## config.mk

```make
export PLATFORM = sky130hd
export DESIGN_NAME = lslc_ctrl
export DESIGN_NICKNAME = d
export VERILOG_FILES = /design/src/least_squares_line_calibrator_assert.svh /design/src/lslc_pkg.sv /design/src/lslc_ctrl.sv
export SDC_FILE = /design/constraint.sdc
export NUM_CORES = 1
export LEC_CHECK = 0
export BUFFER_PORTS_ARGS = -buffer_cell sky130_fd_sc_hd__buf_2
export CAP_MARGIN = 20
export CORE_MARGIN = 2
export CORE_UTILIZATION = 48
export DETAILED_ROUTE_END_ITERATION = 12
export PLACE_DENSITY = 0.81
export SKIP_CTS_REPAIR_TIMING = 1
export SLEW_MARGIN = 40
export SYNTH_ARGS = -nofsm -noshare
export SYNTH_HDL_FRONTEND = slang
export SYNTH_SLANG_ARGS = --single-unit
```

## constraint.sdc

```tcl
create_clock -name aclk -period 2.2 [get_ports aclk]
set_input_delay 0.44 -clock aclk [delete_from_list [all_inputs] [get_ports aclk]]
set_output_delay 0.44 -clock aclk [all_outputs]
set_load 0.01 [all_outputs]
```

## src/least_squares_line_calibrator_assert.svh

```systemverilog
// ----------------------------------------------------------------------------
// Assertion macros for the least-squares line calibrator
// Immediate-consequence and next-cycle implication checks on aclk.
// ----------------------------------------------------------------------------
`ifndef LEAST_SQUARES_LINE_CALIBRATOR_ASSERT_SVH
`define LEAST_SQUARES_LINE_CALIBRATOR_ASSERT_SVH

`ifndef NO_ASSERTIONS

`define LSLC_ASSERT_IMP(name, clk, rstn, ante, cons, msg) \
    name: assert property (@(posedge clk) disable iff (!(rstn)) (ante) |-> (cons)) \
        else $error(msg);

`define LSLC_ASSERT_NXT(name, clk, rstn, ante, cons, msg) \
    name: assert property (@(posedge clk) disable iff (!(rstn)) (ante) |=> (cons)) \
        else $error(msg);

`else

`define LSLC_ASSERT_IMP(name, clk, rstn, ante, cons, msg)

`define LSLC_ASSERT_NXT(name, clk, rstn, ante, cons, msg)

`endif

`endif

```

## src/lslc_pkg.sv

```systemverilog
// ----------------------------------------------------------------------------
// lslc_pkg
// Widths, codes and controller/datapath interface types of the calibrator.
// ----------------------------------------------------------------------------
`default_nettype none

package lslc_pkg;

    localparam int MAX_POINTS = 16;
    localparam int CNT_W      = $clog2(MAX_POINTS + 1);
    localparam int LOG_N      = $clog2(MAX_POINTS);

    localparam int OP_W   = 2;
    localparam int X_W    = 10;
    localparam int Y_W    = 16;
    localparam int COEF_W = 32;
    localparam int PTS_W  = 5;
    localparam int STAT_W = 2;

    localparam int SX_W   = X_W + LOG_N;
    localparam int SY_W   = Y_W + LOG_N + 1;
    localparam int SXX_W  = 2 * X_W + LOG_N + 1;
    localparam int SXY_W  = X_W + Y_W + LOG_N + 1;

    localparam int MUL_W  = (SXY_W > COEF_W) ? SXY_W : COEF_W;
    localparam int PROD_W = 2 * MUL_W;
    localparam int ACC_W  = PROD_W + 1;
    localparam int DEN_W  = ACC_W - 1;
    localparam int REM_W  = DEN_W + 1;

    localparam int SH_SLOPE = 16;
    localparam int SH_ICPT  = 8;
    localparam int Q_W      = COEF_W + 1;
    localparam int DIVD_W   = ACC_W + SH_SLOPE + 1;
    localparam int DCNT_W   = $clog2(Q_W);

    localparam int CONV_SH  = 8;
    localparam int RND_HALF = 1 << (CONV_SH - 1);
    localparam int RND_W    = PROD_W + 1 - CONV_SH;

    localparam logic signed [COEF_W-1:0] COEF_MAX = {1'b0, {(COEF_W-1){1'b1}}};
    localparam logic signed [COEF_W-1:0] COEF_MIN = {1'b1, {(COEF_W-1){1'b0}}};
    localparam logic [Q_W-1:0] Q_POS_LIM = {1'b0, COEF_MAX};
    localparam logic [Q_W-1:0] Q_NEG_LIM = {1'b0, COEF_MIN};

    localparam logic [CNT_W-1:0] CNT_MAX  = CNT_W'(MAX_POINTS);
    localparam logic [PTS_W-1:0] PTS_FULL = PTS_W'(MAX_POINTS);

    typedef enum logic [OP_W-1:0] {
        OP_ADD  = 2'd0,
        OP_FIT  = 2'd1,
        OP_CONV = 2'd2,
        OP_SET  = 2'd3
    } op_t;

    typedef enum logic [STAT_W-1:0] {
        ST_OK    = 2'd0,
        ST_FULL  = 2'd1,
        ST_DEGEN = 2'd2
    } status_t;

    typedef enum logic [3:0] {
        MUL_XX      = 4'd0,
        MUL_XY      = 4'd1,
        MUL_N_SXX   = 4'd2,
        MUL_SX_SX   = 4'd3,
        MUL_N_SXY   = 4'd4,
        MUL_SX_SY   = 4'd5,
        MUL_SY_SXX  = 4'd6,
        MUL_SX_SXY  = 4'd7,
        MUL_SLOPE_X = 4'd8
    } mul_sel_t;

    typedef struct packed {
        logic     capture;
        mul_sel_t mul_sel;
        logic     sxx_add;
        logic     sums_upd;
        logic     acc_load;
        logic     den_load;
        logic     nums_load;
        logic     numb_load;
        logic     div_start;
        logic     div_sel_b;
        logic     slope_wr;
        logic     icpt_wr;
        logic     coef_set;
        logic     conv_rnd;
        logic     conv_sum;
        logic     out_load;
        status_t  out_status;
    } lslc_cmd_t;

    typedef struct packed {
        op_t  op;
        logic full;
        logic den_pos;
        logic div_done;
    } lslc_sts_t;

endpackage

`default_nettype wire

```

## src/lslc_ctrl.sv

```systemverilog
// ----------------------------------------------------------------------------
// lslc_ctrl
// Sequencer for add, fit, convert and set words; owns both handshakes.
// ----------------------------------------------------------------------------
`default_nettype none

module lslc_ctrl import lslc_pkg::*; (
    input  logic      aclk,
    input  logic      aresetn,
    input  logic      s_valid,
    output logic      s_ready,
    output logic      m_valid,
    input  logic      m_ready,
    input  lslc_sts_t sts,
    output lslc_cmd_t cmd
);

    typedef enum logic [16:0] {
        S_IDLE  = 17'h00001,
        S_DISP  = 17'h00002,
        S_ADD1  = 17'h00004,
        S_ADD2  = 17'h00008,
        S_FIT1  = 17'h00010,
        S_FIT2  = 17'h00020,
        S_FIT3  = 17'h00040,
        S_FIT4  = 17'h00080,
        S_FIT5  = 17'h00100,
        S_FIT6  = 17'h00200,
        S_DIVS  = 17'h00400,
        S_WAITS = 17'h00800,
        S_DIVB  = 17'h01000,
        S_WAITB = 17'h02000,
        S_CONV1 = 17'h04000,
        S_CONV2 = 17'h08000,
        S_DONE  = 17'h10000
    } state_t;

    state_t  state_reg, state_next;
    status_t status_reg, status_next;
    logic    m_valid_reg, m_valid_next;

    assign s_ready = (state_reg == S_IDLE);
    assign m_valid = m_valid_reg;

    always_comb begin
        cmd         = '0;
        state_next  = state_reg;
        status_next = status_reg;
        unique case (state_reg)
            S_IDLE: begin
                cmd.capture = s_valid;
                if (s_valid) begin
                    status_next = ST_OK;
                    state_next  = S_DISP;
                end
            end
            S_DISP: begin
                unique case (sts.op)
                    OP_ADD: begin
                        if (sts.full) begin
                            status_next = ST_FULL;
                            state_next  = S_DONE;
                        end else begin
                            cmd.mul_sel = MUL_XX;
                            state_next  = S_ADD1;
                        end
                    end
                    OP_FIT: begin
                        cmd.mul_sel = MUL_N_SXX;
                        state_next  = S_FIT1;
                    end
                    OP_CONV: begin
                        cmd.mul_sel = MUL_SLOPE_X;
                        state_next  = S_CONV1;
                    end
                    OP_SET: begin
                        cmd.coef_set = 1'b1;
                        state_next   = S_DONE;
                    end
                endcase
            end
            S_ADD1: begin
                cmd.sxx_add = 1'b1;
                cmd.mul_sel = MUL_XY;
                state_next  = S_ADD2;
            end
            S_ADD2: begin
                cmd.sums_upd = 1'b1;
                state_next   = S_DONE;
            end
            S_FIT1: begin
                cmd.acc_load = 1'b1;
                cmd.mul_sel  = MUL_SX_SX;
                state_next   = S_FIT2;
            end
            S_FIT2: begin
                cmd.den_load = 1'b1;
                cmd.mul_sel  = MUL_N_SXY;
                state_next   = S_FIT3;
            end
            S_FIT3: begin
                cmd.acc_load = 1'b1;
                cmd.mul_sel  = MUL_SX_SY;
                state_next   = S_FIT4;
            end
            S_FIT4: begin
                cmd.nums_load = 1'b1;
                cmd.mul_sel   = MUL_SY_SXX;
                state_next    = S_FIT5;
            end
            S_FIT5: begin
                cmd.acc_load = 1'b1;
                cmd.mul_sel  = MUL_SX_SXY;
                state_next   = S_FIT6;
            end
            S_FIT6: begin
                cmd.numb_load = 1'b1;
                if (sts.den_pos) begin
                    state_next = S_DIVS;
                end else begin
                    status_next = ST_DEGEN;
                    state_next  = S_DONE;
                end
            end
            S_DIVS: begin
                cmd.div_start = 1'b1;
                state_next    = S_WAITS;
            end
            S_WAITS: begin
                if (sts.div_done) begin
                    cmd.slope_wr = 1'b1;
                    state_next   = S_DIVB;
                end
            end
            S_DIVB: begin
                cmd.div_start = 1'b1;
                cmd.div_sel_b = 1'b1;
                state_next    = S_WAITB;
            end
            S_WAITB: begin
                cmd.div_sel_b = 1'b1;
                if (sts.div_done) begin
                    cmd.icpt_wr = 1'b1;
                    state_next  = S_DONE;
                end
            end
            S_CONV1: begin
                cmd.conv_rnd = 1'b1;
                state_next   = S_CONV2;
            end
            S_CONV2: begin
                cmd.conv_sum = 1'b1;
                state_next   = S_DONE;
            end
            S_DONE: begin
                cmd.out_status = status_reg;
                if (!m_valid_reg || m_ready) begin
                    cmd.out_load = 1'b1;
                    state_next   = S_IDLE;
                end
            end
            default: state_next = S_IDLE;
        endcase
    end

    always_comb begin
        m_valid_next = m_valid_reg;
        if (cmd.out_load) begin
            m_valid_next = 1'b1;
        end else if (m_ready) begin
            m_valid_next = 1'b0;
        end
    end

    always_ff @(posedge aclk) begin
        if (!aresetn) begin
            state_reg   <= S_IDLE;
            status_reg  <= ST_OK;
            m_valid_reg <= 1'b0;
        end else begin
            state_reg   <= state_next;
            status_reg  <= status_next;
            m_valid_reg <= m_valid_next;
        end
    end

endmodule

`default_nettype wire

```

After elaboration in Yosys (flattened, before gate mapping)
Index checks and enable logic that the tools add are counted.
W data, S select, Z words.
{"block": "totals", "regBits": 20, "in_bits": 9, "output_inout_bits": 23, "wordCells": 76}
{"block": "op_classes", "n_eq_ne": 27, "n_mux": 35, "reduce_logical": 11}
{"cell": "$pmux W17 S16", "count": 1}
{"cell": "$mux W17", "count": 6}
{"cell": "$pmux W17 S4", "count": 1}
{"cell": "$pmux W4 S7", "count": 1}
{"cell": "$mux W1", "count": 19}
{"cell": "$eq A17 B1 Y1 const B", "count": 1}
{"cell": "$eq A17 B10 Y1 const B", "count": 1}
{"cell": "$eq A17 B11 Y1 const B", "count": 1}
{"cell": "$eq A17 B12 Y1 const B", "count": 1}
{"cell": "$eq A17 B13 Y1 const B", "count": 1}
{"cell": "$eq A17 B14 Y1 const B", "count": 1}
{"cell": "$eq A17 B15 Y1 const B", "count": 1}
{"cell": "$eq A17 B16 Y1 const B", "count": 1}
{"cell": "$eq A17 B17 Y1 const B", "count": 1}
{"cell": "$eq A17 B2 Y1 const B", "count": 1}
{"cell": "$eq A17 B3 Y1 const B", "count": 1}
{"cell": "$eq A17 B4 Y1 const B", "count": 1}
{"cell": "$eq A17 B5 Y1 const B", "count": 1}
{"cell": "$eq A17 B6 Y1 const B", "count": 1}
{"cell": "$eq A17 B7 Y1 const B", "count": 1}
{"cell": "$eq A17 B8 Y1 const B", "count": 1}
{"cell": "$eq A17 B9 Y1 const B", "count": 1}
{"cell": "$ne A2 B2 Y1 const B", "count": 6}
{"cell": "$mux W2", "count": 4}
{"cell": "other kinds (15)", "count": 18}

Longest topological paths before layout
Gate-level depths: netlist of the first run.
{"block": "logic_depth", "word_depth": 5, "mapped_depth": 7}

Worst setup path before layout of the first run
No wires, ideal clock.
{"block": "synth_timing", "kind": "register to output", "start": "register state_reg[12]", "end": "output port cmd[17] (netlist name)", "t_arrival_ps": 1955, "setup_slack_ps": -195, "path_stages_with_launch": 7, "n_path_buf": 1, "path_cell_list": "dfxtp_1 buf_2 nor4_1 nand2_1 or4_1 or3b_2 nand4_1"}
{"element": "start, declared", "line_no": "lslc_ctrl.sv:38", "source": "state_t state_reg, state_next;"}
{"element": "start signal, assigned", "line_no": "lslc_ctrl.sv:181", "source": "state_reg <= state_next;"}
{"element": "end, declared", "line_no": "lslc_ctrl.sv:15", "source": "output lslc_cmd_t cmd"}

==> flow_metrics.py, run 1 <==
metrics = {
    "finish": {
        "nets": 257,
        "largest_register_ff_count": 17,
        "area_growth_pct": 58.93,
        "instances_no_fill": 278,
        "final_util_pct": 80.43,
        "drive_above_1_share_pct": 55.87,
        "diodes": 0,
        "fin_area_sq_mm": 0.002237,
    },
    "pwr": {
        "pwr-share-clk_pct": 15.4,
        "netSwitchingFraction_pct": 37.83,
        "power_density_mw_per_mm2": 644.3,
        "pwr-share-comb_pct": 56.4,
        "seqPwrFrac_pct": 28.3,
        "vdd_drop_max_uv": 639.4,
        "total_power_mw": 1.441,
        "p_leak_nw": 1.065,
        "switching_power_mw": 0.5453,
        "internal_power_mw": 0.8961,
    },
    "route": {
        "wl_um": 5729,
        "vias": 1802,
        "drt_iter0_markers": 136,
        "detail-route-antenna-nets": 0,
        "via_per_inst": 6.482,
        "wl_per_cell_um": 20.61,
        "drc": 0,
        "drt_pass1_iterations": 7,
    },
    "synth": {
        "syn_area_per_cell_sq_um": 8.280,
        "synth-simple-area-share_pct": 47.91,
        "async_reset_ff_share_pct": 0,
        "synthMuxAreaShare_pct": 0.7111,
        "ys_seq_area_share_pct": 28.44,
        "synth_seq_cells": 20,
        "syn_inst": 170,
        "syn-cell-area_sq_mm": 0.001408,
        "synthesis.nets": 179,
        "synth_fa_ha_area_share_pct": 0,
        "ys_types": 47,
        "synth-xor-area-share_pct": 4.356,
        "synth_flop_cell": "dfxtp_1",
        "ys_warn_count": 0,
        "synth_edf_count": 0,
        "synth_top_family_by_area": "simple AND/OR/NAND/NOR gates",
        "synth_compound_area_share_pct": 12.80,
    },
    "status": {
        "outcome": "finished, violations left",
        "violations": "setup timing",
    },
    "clock_tree": {
        "htreeDepth": 1,
        "cts_buffers": 3,
        "cts_root_buf": "clkbuf_4",
        "tritoncts": "built",
        "insertion_delay_ns": 0.31,
        "clock_path_buffers": 2,
        "cts_sinks": 20,
        "clkTransAtPathRegs_ns": 0.12,
    },
    "sta": {
        "finalCriticalPeriod_ns": 2.731,
        "maxSlewHeadroom_pct": 65.46,
        "finalCritPeriodShare_pct": 124.2,
        "final.setup.worst_slack_ns": -0.5314,
        "clock_skew_ns": 0.003353,
        "rsz0062_at_grt": "yes",
        "worst_pin_slew_ns": 0.5170,
        "max_freq_mhz": 366.1,
        "hold_viol": 0,
        "fin_setup_tns_ns": -7.340,
        "finalSetupViolCount": 23,
        "drv_slew": 0,
        "holdWs_ns": 0.3543,
    },
    "critical_path": {
        "max_stage_delay_ns": 0.49,
        "critPathLaunchType": "flip-flop",
        "cp_cell_sequence": "nor4_4, nand2b_4, or4_4, or3b_4, inv_1, buf_2",
        "cp.required_ns": 1.76,
        "crit_arrival_ns": 2.29,
        "cp-end-kind": "primary output",
        "rrSetupSlack_ns": 0,
        "cp_max_fo": 3,
        "crit_type": "flip-flop to primary output",
        "slowest_stage": "or4_4",
    },
    "die": {
        "start_util_pct": 50.61,
        "fp.dieW_um": 58.15,
        "die_area_sq_mm": 0.003381,
        "die_h_um": 58.15,
        "core_area_sq_mm": 0.002781,
        "io_pins": 32,
        "rows": 19,
    },
    "global_routing": {
        "grt_max_degree": 12,
        "grt_pass1_wl_um": 6824,
        "antenna_found_initial": 0,
        "grt_pass1_vias": 1432,
        "track_usage_pct": 26.37,
        "gr-total-overflow": 0,
    },
    "place": {
        "pre_cts_slack_ns": -0.1670,
        "portBuffers": 31,
        "gp_congestion": 0.9831,
        "hpwl_um": 3554,
        "dp.cells": 262,
        "placed_area_sq_mm": 0.001911,
    },
    "min_path": {
        "hold_class": "input pin to flip-flop",
    },
    "job": {
        "cap_viol_max_count": 0,
    },
}
## cell families after synthesis
group | after synthesis
AO/OA/AOI/OAI | 28
XOR/XNOR | 7
buffers and inverters | 16
flip-flops | 20
multiplexers | 1
AND/OR/NAND/NOR | 98
## worst max-delay path: cells and delay by family (launching register included)
kind                   cells  cell delay [ns]
buffers and inverters      2             0.22
flip-flops                 1             0.37
AND/OR/NAND/NOR            4             1.40
## per-layer routing
| metal | global-route usage (%) | share of wire [%] | up-vias |
|---|---|---|---|
| met5 | 0 | 0 | - |
| met4 | 7.309 | 2.6 | 0 |
| met3 | 3.795 | 6.1 | 24 |
| met2 | 45.62 | 52 | 109 |
| met1 | 34.16 | 39 | 875 |
| li1 | - | - | 794 |
## layout by cell type, fill, tap and decap left out, types with 3 or more instances in the layout
cell / count
a21oi_1: 5
a31oi_1: 3
and2_4: 3
and3_1: 3
and3_4: 3
and3b_1: 3
buf_2: 27
buf_4: 47
buf_6: 8
clkbuf_4: 3
dfxtp_1: 14
dfxtp_2: 4
inv_1: 6
nand2_1: 6
nand3b_1: 4
nand4_1: 3
nor2_1: 11
nor2b_1: 6
nor3_1: 4
nor4_4: 7
o21ai_0: 8
or4_4: 7
xnor2_1: 3
xor2_1: 4
## final timing paths
kind                 start             to  depth (start not counted)
max           state_reg[8]        cmd[11]                          6
max reg2reg   state_reg[5]  state_reg[16]                          5
min                 sts[1]  state_reg[10]                          3
min reg2reg  status_reg[1]  status_reg[1]                          2
## power by group through the flow
| stage | Clock (mW) | Combinational, mW | Sequential, mW |
|---|---|---|---|
| floorplan | 0 | 0.333 | 0.412 |
| global placement | 0 | 0.583 | 0.408 |
| detailed placement | 0 | 0.594 | 0.412 |
| CTS | 0.219 | 0.597 | 0.404 |
| global route | 0.235 | 0.857 | 0.406 |
| finish | 0.221 | 0.813 | 0.407 |
## synth_stat cells, types with 4 or more instances
master	number	share of area, %
xor2_1	4	2.5
and2_1	5	2.2
o21ai_0	9	3.2
nor3_1	6	2.1
nor2_1	15	4.0
nand2_1	9	2.4
a21oi_1	5	1.8
inv_1	6	1.6
nor2b_1	6	2.7
clkbuf_1	5	1.3
nand3b_1	4	2.1
nor4_1	6	2.7
and3_1	6	2.7
dfxtp_1	20	28
or4_1	6	3.2
## final cells by class
class	count	area (sq um)
clock buffer	4	36.28
fill	169	544.3
inverter	6	22.52
multi-input combinational	135	1149
sequential	20	412.9
tap	31	38.79
timing repair buffer	82	578.1
No activity file was read; power rests on OpenSTA's default activity.
==> run 2, diff against run 1 <==
--- a/config.mk
+++ b/config.mk
@@ -5,7 +5,7 @@
 export SDC_FILE = /design/constraint.sdc
 export NUM_CORES = 1
 export LEC_CHECK = 0
-export BUFFER_PORTS_ARGS = -buffer_cell sky130_fd_sc_hd__buf_2
+export BUFFER_PORTS_ARGS = -buffer_cell sky130_fd_sc_hd__buf_4
 export CAP_MARGIN = 20
 export CORE_MARGIN = 2
 export CORE_UTILIZATION = 48
==> run 2 against run 1 <==
Effect of this change: the run still ends with setup timing left; critical path depth grew 1; clock power is essentially flat; combinational power is 10% higher; critical path type unchanged; largest power group unchanged.
==> flow_metrics.py, run 2 (synthesis gave the netlist of run 1 again) <==
metrics = {
    "status": {
        "outcome": "finished, violations left",
        "violations": "setup timing",
    },
    "critical_path": {
        "rrSetupSlack_ns": 0.01,
        "max_stage_delay_ns": 0.49,
        "critPathTopFamily": "simple AND/OR/NAND/NOR gates",
        "cp-end-kind": "primary output",
        "crit_start": "state_reg[9]",
        "slowest_stage": "or4_4",
        "critPathBufInv": 3,
        "r2r_cells": 5,
        "worstSetupEndpoint": "cmd[12]",
        "crit_type": "flip-flop to primary output",
        "cpMostUsedCell": "buf_4",
        "crit_arrival_ns": 2.28,
        "path_depth": 7,
        "cp_max_fo": 5,
        "cp.required_ns": 1.76,
        "critPathLaunchType": "flip-flop",
        "timing.rr.start": "state_reg[7]",
        "reg2reg_to": "state_reg[0]",
        "cp_cell_sequence": "nor4_4, nand2b_4, or4_4, buf_4, buf_6, nor3b_2, buf_4",
    },
    "clock_tree": {
        "cts_buffers": 3,
        "insertion_delay_ns": 0.32,
        "cts_sinks": 20,
        "clock_path_buffers": 2,
        "clkTransAtPathRegs_ns": 0.11,
        "tritoncts": "built",
        "htreeDepth": 1,
        "cts_root_buf": "clkbuf_4",
    },
    "die": {
        "rows": 19,
        "start_util_pct": 50.61,
        "fp.dieW_um": 58.15,
        "core_area_sq_mm": 0.002781,
        "die_area_sq_mm": 0.003381,
        "die_h_um": 58.15,
        "io_pins": 32,
    },
    "route": {
        "drt_iter0_markers": 179,
        "drt_pass1_iterations": 5,
        "via_per_inst": 6.611,
        "wl_um": 6371,
        "vias": 1871,
        "wl_per_cell_um": 22.51,
        "detail-route-antenna-nets": 0,
        "drc": 0,
    },
    "finish": {
        "area_growth_pct": 66.13,
        "final_common_cell": "buf_4",
        "drive_above_1_share_pct": 55.56,
        "largest_register_ff_count": 17,
        "nets": 262,
        "diodes": 0,
        "mostFrequentLayoutCells": "buf_4 (78), dfxtp_1 (13), nor2_1 (12), buf_6 (9)",
        "final_util_pct": 84.08,
        "fill_cells": 146,
    },
    "sta": {
        "rsz0062_at_grt": "yes",
        "drv_slew": 0,
        "hold_viol": 0,
        "clock_skew_ns": 0.003154,
        "finalCritPeriodShare_pct": 123.4,
        "max_freq_mhz": 368.2,
        "finalCriticalPeriod_ns": 2.716,
        "maxSlewHeadroom_pct": 64.23,
        "finalSetupViolCount": 22,
        "worst_pin_slew_ns": 0.5317,
        "final.setup.worst_slack_ns": -0.5156,
    },
    "pwr": {
        "switching_power_mw": 0.5754,
        "p_leak_nw": 1.095,
        "vdd_drop_max_uv": 720.8,
        "internal_power_mw": 0.9489,
        "seqPwrFrac_pct": 26.5,
        "pwr-share-clk_pct": 14.7,
        "total_power_mw": 1.524,
        "power_density_mw_per_mm2": 651.9,
        "netSwitchingFraction_pct": 37.75,
        "pwr-share-comb_pct": 58.8,
    },
    "global_routing": {
        "grt_pass1_wl_um": 7617,
        "grt_max_degree": 12,
        "grt_pass1_vias": 1599,
        "antenna_found_initial": 0,
        "gr-total-overflow": 0,
        "track_usage_pct": 29.92,
    },
    "min_path": {
        "hp-start": "sts[1]",
        "hold_class": "input pin to flip-flop",
    },
    "place": {
        "gp_congestion": 0.9730,
        "portBuffers": 31,
        "hpwl_um": 3783,
        "pre_cts_slack_ns": -0.1323,
    },
    "job": {
        "cap_viol_max_count": 0,
    },
}
run 2: changes by cell type in the layout (fill, tap and decap cells not counted), moves of 2 or more:
cell     before  now
buf_4        47   78
buf_2        27    0
and3_4        3    1
dfxtp_4       2    0
dfxtp_2       4    7
and3_1        3    5
run 2: worst min-delay path, cell delays in order:
cell	delay, ns
buf_4	0.11
nand2_1	0.05
nor2_1	0.03
run 2: power groups by stage:
| stage | logic, mW | clock network (mW) | registers [mW] |
|---|---|---|---|
| 2_1_floorplan | 0.333 | 0 | 0.412 |
| 6_report | 0.897 | 0.223 | 0.404 |
| 3_5_place_dp | 0.609 | 0 | 0.408 |
| 4_1_cts | 0.614 | 0.218 | 0.401 |
| 3_3_place_gp | 0.592 | 0 | 0.408 |
| 5_1_grt | 0.936 | 0.232 | 0.405 |
run 2: final cells by class:
class | instances | area (sq um) | area share, %
clock buffers | 4 | 36.28 | 1.552
inverters | 6 | 22.52 | 0.9631
multi-input cells | 135 | 1145 | 48.96
flip-flops and latches | 20 | 409.1 | 17.50
well taps | 31 | 38.79 | 1.659
repair buffers | 87 | 686.9 | 29.37
run 2: routing by layer:
metal  up-vias  routed length [um]  track usage (%)
li1        805                   -                -
met1       889                2327            37.36
met2       142                3095            52.92
met3        35                 566            3.795
met4         0                 381            9.967
met5         -                   0                0
run 2: how the worst min path moves through the flow:
stage / end / slack (ns) / cells past startpoint
finish: state_reg[10] / 0.32 / 3
global route: state_reg[10] / 0.35 / 3
CTS: state_reg[10] / 0.34 / 3
detailed placement: status_reg[1] / 0.49 / 2
global placement: status_reg[1] / 0.46 / 2
floorplan: status_reg[1] / 0.45 / 2
run 2: through the flow:
stage	hold slack, ns	cell area, sq um	setup TNS [ns]	std cells
after floorplan	0.4457	1478	-0.2095	170
after global placement	0.4618	1988	-0.1817	262
after detailed placement	0.4864	1988	-0.5605	262
after CTS	0.3386	2024	-7.315	266
after global routing	0.3495	2338	-8.660	283
final	0.3237	2338	-7.779	283
